===== src/design/gdnc_pkg.sv =====
// Shared constants and types for the Gaussian divergence nearest-class search.
package gdnc_pkg;

  localparam int unsigned SCORE_W = 40;
  localparam logic [SCORE_W-1:0] SCORE_SAT = '1;
  localparam logic [SCORE_W-1:0] SCORE_BOUND = 40'd65536000000;

  localparam logic CMD_REF   = 1'b0;
  localparam logic CMD_QUERY = 1'b1;

  typedef enum logic [6:0] {
    S_IDLE  = 7'b0000001,
    S_CLASS = 7'b0000010,
    S_READ  = 7'b0000100,
    S_DRAIN = 7'b0001000,
    S_DIV   = 7'b0010000,
    S_CMP   = 7'b0100000,
    S_DONE  = 7'b1000000
  } state_t;

endpackage


===== src/design/gdnc_div.sv =====
// Restoring divider, one quotient bit per cycle: sat40((num << 16) / den).
module gdnc_div #(
  parameter int unsigned NW = 37
) (
  input  logic                            clk,
  input  logic                            rst_n,
  input  logic                            start,
  input  logic [NW-1:0]                   num,
  input  logic [NW-1:0]                   den,
  output logic                            done,
  output logic [gdnc_pkg::SCORE_W-1:0]    quo
);

  localparam int unsigned DW = NW + 16;
  localparam int unsigned CW = $clog2(DW + 1);

  logic [DW-1:0] dq_r, dq_nxt;
  logic [NW-1:0] rem_r, rem_nxt;
  logic [NW-1:0] den_r;
  logic [CW-1:0] cnt_r, cnt_nxt;
  logic          busy_r, busy_nxt;
  logic          done_r, done_nxt;
  logic [NW:0]   trial;
  logic [NW:0]   diff;

  always_comb begin
    trial    = {rem_r, dq_r[DW-1]};
    diff     = trial - {1'b0, den_r};
    dq_nxt   = dq_r;
    rem_nxt  = rem_r;
    cnt_nxt  = cnt_r;
    busy_nxt = busy_r;
    done_nxt = 1'b0;
    if (start) begin
      dq_nxt   = {num, 16'd0};
      rem_nxt  = '0;
      cnt_nxt  = CW'(DW);
      busy_nxt = 1'b1;
    end else if (busy_r) begin
      if (!diff[NW]) begin
        rem_nxt = diff[NW-1:0];
        dq_nxt  = {dq_r[DW-2:0], 1'b1};
      end else begin
        rem_nxt = trial[NW-1:0];
        dq_nxt  = {dq_r[DW-2:0], 1'b0};
      end
      cnt_nxt = cnt_r - 1'b1;
      if (cnt_r == CW'(1)) begin
        busy_nxt = 1'b0;
        done_nxt = 1'b1;
      end
    end
  end

  always_ff @(posedge clk) begin
    if (!rst_n) begin
      busy_r <= 1'b0;
      done_r <= 1'b0;
      cnt_r  <= '0;
    end else begin
      busy_r <= busy_nxt;
      done_r <= done_nxt;
      cnt_r  <= cnt_nxt;
    end
    dq_r  <= dq_nxt;
    rem_r <= rem_nxt;
    if (start) begin
      den_r <= den;
    end
  end

  assign done = done_r;
  assign quo  = (|dq_r[DW-1:gdnc_pkg::SCORE_W]) ? gdnc_pkg::SCORE_SAT
                                                 : dq_r[gdnc_pkg::SCORE_W-1:0];

endmodule


===== config.mk =====
export PLATFORM = sky130hd
export DESIGN_NAME = gdnc_div
export DESIGN_NICKNAME = d
export VERILOG_FILES = /design/src/design/gdnc_pkg.sv /design/src/design/gdnc_div.sv
export SDC_FILE = /design/constraint.sdc
export NUM_CORES = 1
export LEC_CHECK = 0
export BUFFER_PORTS_ARGS = -buffer_cell sky130_fd_sc_hd__clkbuf_2
export CORE_UTILIZATION = 62
export CTS_CLUSTER_SIZE = 40
export DETAILED_ROUTE_END_ITERATION = 8
export PLACE_DENSITY_LB_ADDON = 0.15
export SYNTH_ARGS = -nofsm -noshare
export SYNTH_HDL_FRONTEND = slang
export SYNTH_SLANG_ARGS = --single-unit

===== constraint.sdc =====
create_clock -name clk -period 7.3 [get_ports clk]
set_input_delay 1.095 -clock clk [delete_from_list [all_inputs] [get_ports clk]]
set_output_delay 1.095 -clock clk [all_outputs]
set_load 0.02 [all_outputs]

==> qor.txt <==
status - finished clean
site row count - 40
Post-synth EDFFs - 74
n_diodes - 0
CTS max path bufs - 2
hold crit path type - flop to flop
initial antenna violation count - 0
gr busiest metal - met2
TritonCTS buffer count - 17
H-tree depth - 4
gr usage total - 0.281
Post-CTS Setup Bufs - 0
min Tclk post-route - 4.08 ns
RD Place Congestion - 0.901
area grow syn2layout - 15.2%
largest net degree at the start of global routing - 81
sequential cell area - 3440 um2
Post-synth top cells - 84 x nand2_1, 74 x edfxtp_1, 66 x nor2_1, 61 x dfxtp_1, 48 x inv_1
syn nets - 923
crit path DAT - 2.98 ns
number of vias per cell - 5.92
vias in the first global route - 6092
ys async rst share - 0
Synth warnings - 0
core area - 12100 um2
die height - 114 um
Initial Util - 0.644
leakage - 3.73 nW
sequential-to-total area share from yosys stat - 0.442
TritonCTS clock tree - built
CTS root buffer - clkbuf_16
max incr delay on CP - 0.93 ns
Final Max Tran Viols - 0
# IOs - 118
crit end category - output port
met3 GRT Util - 0.0688
Avg WL per Cell - 16.2 um
Max Cap Viol - 0
crit path kind - flop to output port
Finished Layout Cells - 1084
Post-layout nets - 1020
cell family with the largest share of critical-path delay - simple AND/OR/NAND/NOR gates
multi-input logic area - 3950 um2
Initial DRC Count - 508
Synth top area share - 0.285
Clock Skew - 0.00496 ns
Crit path buffers/inverters - 1
Mapped Area - 7800 um2
CTS resizes - 0
met1 Track Usage GR - 0.375
slowest cell on the critical path - nand4_1
Post-Synthesis Cells - 806
Crit path required time - 6.20 ns
crit share post-route - 0.559
worst path cell trace - nor4_1 > nand4_1 > or2_2 > clkbuf_2
# clock sinks - 135
Area contributors post-synth - edfxtp_1 29%, dfxtp_1 16%, ha_1 6.3%, a22o_1 4.3%, nand2_1 4.0%
synth unique cells - 66
CTS Hold Bufs - 0
Mean Syn Cell Area - 9.67 um2
fraction of layout cells with a size suffix above 1 - 0.228
count leader, synth - nand2_1
CTS clk-pin slew, worst paths - 0.06 ns
Setup TNS Final - 0 ns
setup slack after placement - 3.65 ns
antenna-violating nets left - 0
Final Util - 0.742
worst slew pin tran - 1.16 ns
detailed placement HPWL - 11.9 mm
Die W - 114 um
cell count after placement - 1052
Max Freq - 0.245 GHz
# setup viols final - 0
maximum VDD drop - 0.200 mV
DRC viols - 0
via count - 6421
flops & latches, synth - 135
grt met2 use - 0.447
total die area - 13000 um2
largest fanout on the critical path - 40
endpoints failing hold - 0
Final WS setup - 3.22 ns
hold_ws - 0.490 ns
Clock Latency Late Sink - 0.43 ns
first-pass GRT wire length - 28.9 mm
leading area contributor after synthesis - edfxtp_1
grt ovf - 0
Power Density - 227 nW/um2
drt pass-1 iters - 7
routed wire length - 17.6 mm
Layout fillers - 895
crit start category - flop
Rel. slew slack - 0.228
top_reg_cell synth - edfxtp_1
unrepaired setup endpoints after global routing - false
Port-buffer cells - 117
==> per-layer routing <==
layer | up-vias | part of all wire
met5 | - | 0
met3 | 39 | 0.054
li1 | 3134 | -
met2 | 213 | 0.47
met1 | 3035 | 0.46
met4 | 0 | 0.018
==> report_power, final <==
group | internal (W) | switching, W
registers | 0.000861 | 0.0000283
clock network | 0.000482 | 0.000331
logic | 0.000138 | 0.000196
==> through the flow <==
step | power (W) | area, um2
after global placement | 0.00122 | 8420
after global routing | 0.00212 | 8980
after detailed placement | 0.00123 | 8420
final | 0.00204 | 8980
after floorplan | 0.00114 | 7800
after CTS | 0.00204 | 8980
==> tightest hold or removal path: stages (launching register included) <==
cell,delay (ns)
dfxtp_1,0.32
nand2_1,0.06
nand3_1,0.05
==> flip-flops by register name, summed over array words and instances, names as in the netlist <==
signal	cells
cnt_r	6
done	1
rem_r	37
den_r	37
busy_r	1
dq_r	53
==> final cells by class <==
class / instances / share of cell area
Multi-Input combinational cell: 578 / 0.440
Sequential cell: 135 / 0.383
Timing Repair Buffer: 123 / 0.0705
Clock buffer: 23 / 0.0556
Tap cell: 168 / 0.0234
Inverter: 48 / 0.0201
Clock inverter: 9 / 0.00710
==> layout by cell type, fill, tap and decap left out, types with 4 or more instances in the layout <==
cell | synthesis | final
edfxtp_1 | 74 | 74
and2_1 | 4 | 4
xor2_1 | 12 | 12
a21o_1 | 13 | 13
nand4b_1 | 7 | 7
o21a_1 | 10 | 10
nor4_1 | 5 | 5
nand2b_1 | 6 | 6
mux2i_1 | 26 | 26
nor3_1 | 10 | 10
nand3_1 | 16 | 16
ha_1 | 39 | 39
o21ai_1 | 5 | 5
buf_4 | 0 | 7
a21oi_1 | 40 | 40
clkbuf_2 | 1 | 116
xnor2_1 | 19 | 19
a31oi_1 | 7 | 7
o2111ai_1 | 6 | 6
dfxtp_1 | 61 | 60
clkbuf_16 | 0 | 18
and3_1 | 5 | 5
or2_2 | 44 | 44
a22o_1 | 38 | 38
inv_1 | 48 | 48
o21ai_0 | 20 | 20
nor2_1 | 66 | 65
nor2b_1 | 6 | 6
a311oi_1 | 20 | 20
a211o_1 | 4 | 4
a211oi_1 | 10 | 10
nand2_1 | 84 | 84
nand4_1 | 7 | 7
==> worst paths after layout <==
check | from | end | slack (ns) | cells after the start
max reg2reg | dq_r[52]$_DFFE_PP_ | rem_r[32]$_SDFFE_PP0P_ | 3.78 | 11
max | dq_r[52]$_DFFE_PP_ | quo[0] | 3.22 | 4
min reg2reg | rem_r[31]$_SDFFE_PP0P_ | rem_r[31]$_SDFFE_PP0P_ | 0.49 | 2
min | rem_r[31]$_SDFFE_PP0P_ | rem_r[31]$_SDFFE_PP0P_ | 0.49 | 2
==> cell families (layout without fill, tap and decap cells) <==
| family | after synthesis | after routing | synth area share |
|---|---|---|---|
| AO/OA/AOI/OAI | 201 | 201 | 0.187 |
| XOR/XNOR | 33 | 33 | 0.0404 |
| adder cells (fa/ha/maj) | 40 | 40 | 0.0652 |
| buffers and inverters | 93 | 203 | 0.0517 |
| flip-flops | 135 | 135 | 0.442 |
| multiplexers | 26 | 26 | 0.0334 |
| AND/OR/NAND/NOR | 278 | 278 | 0.180 |
No activity file was read; power rests on OpenSTA's default activity.
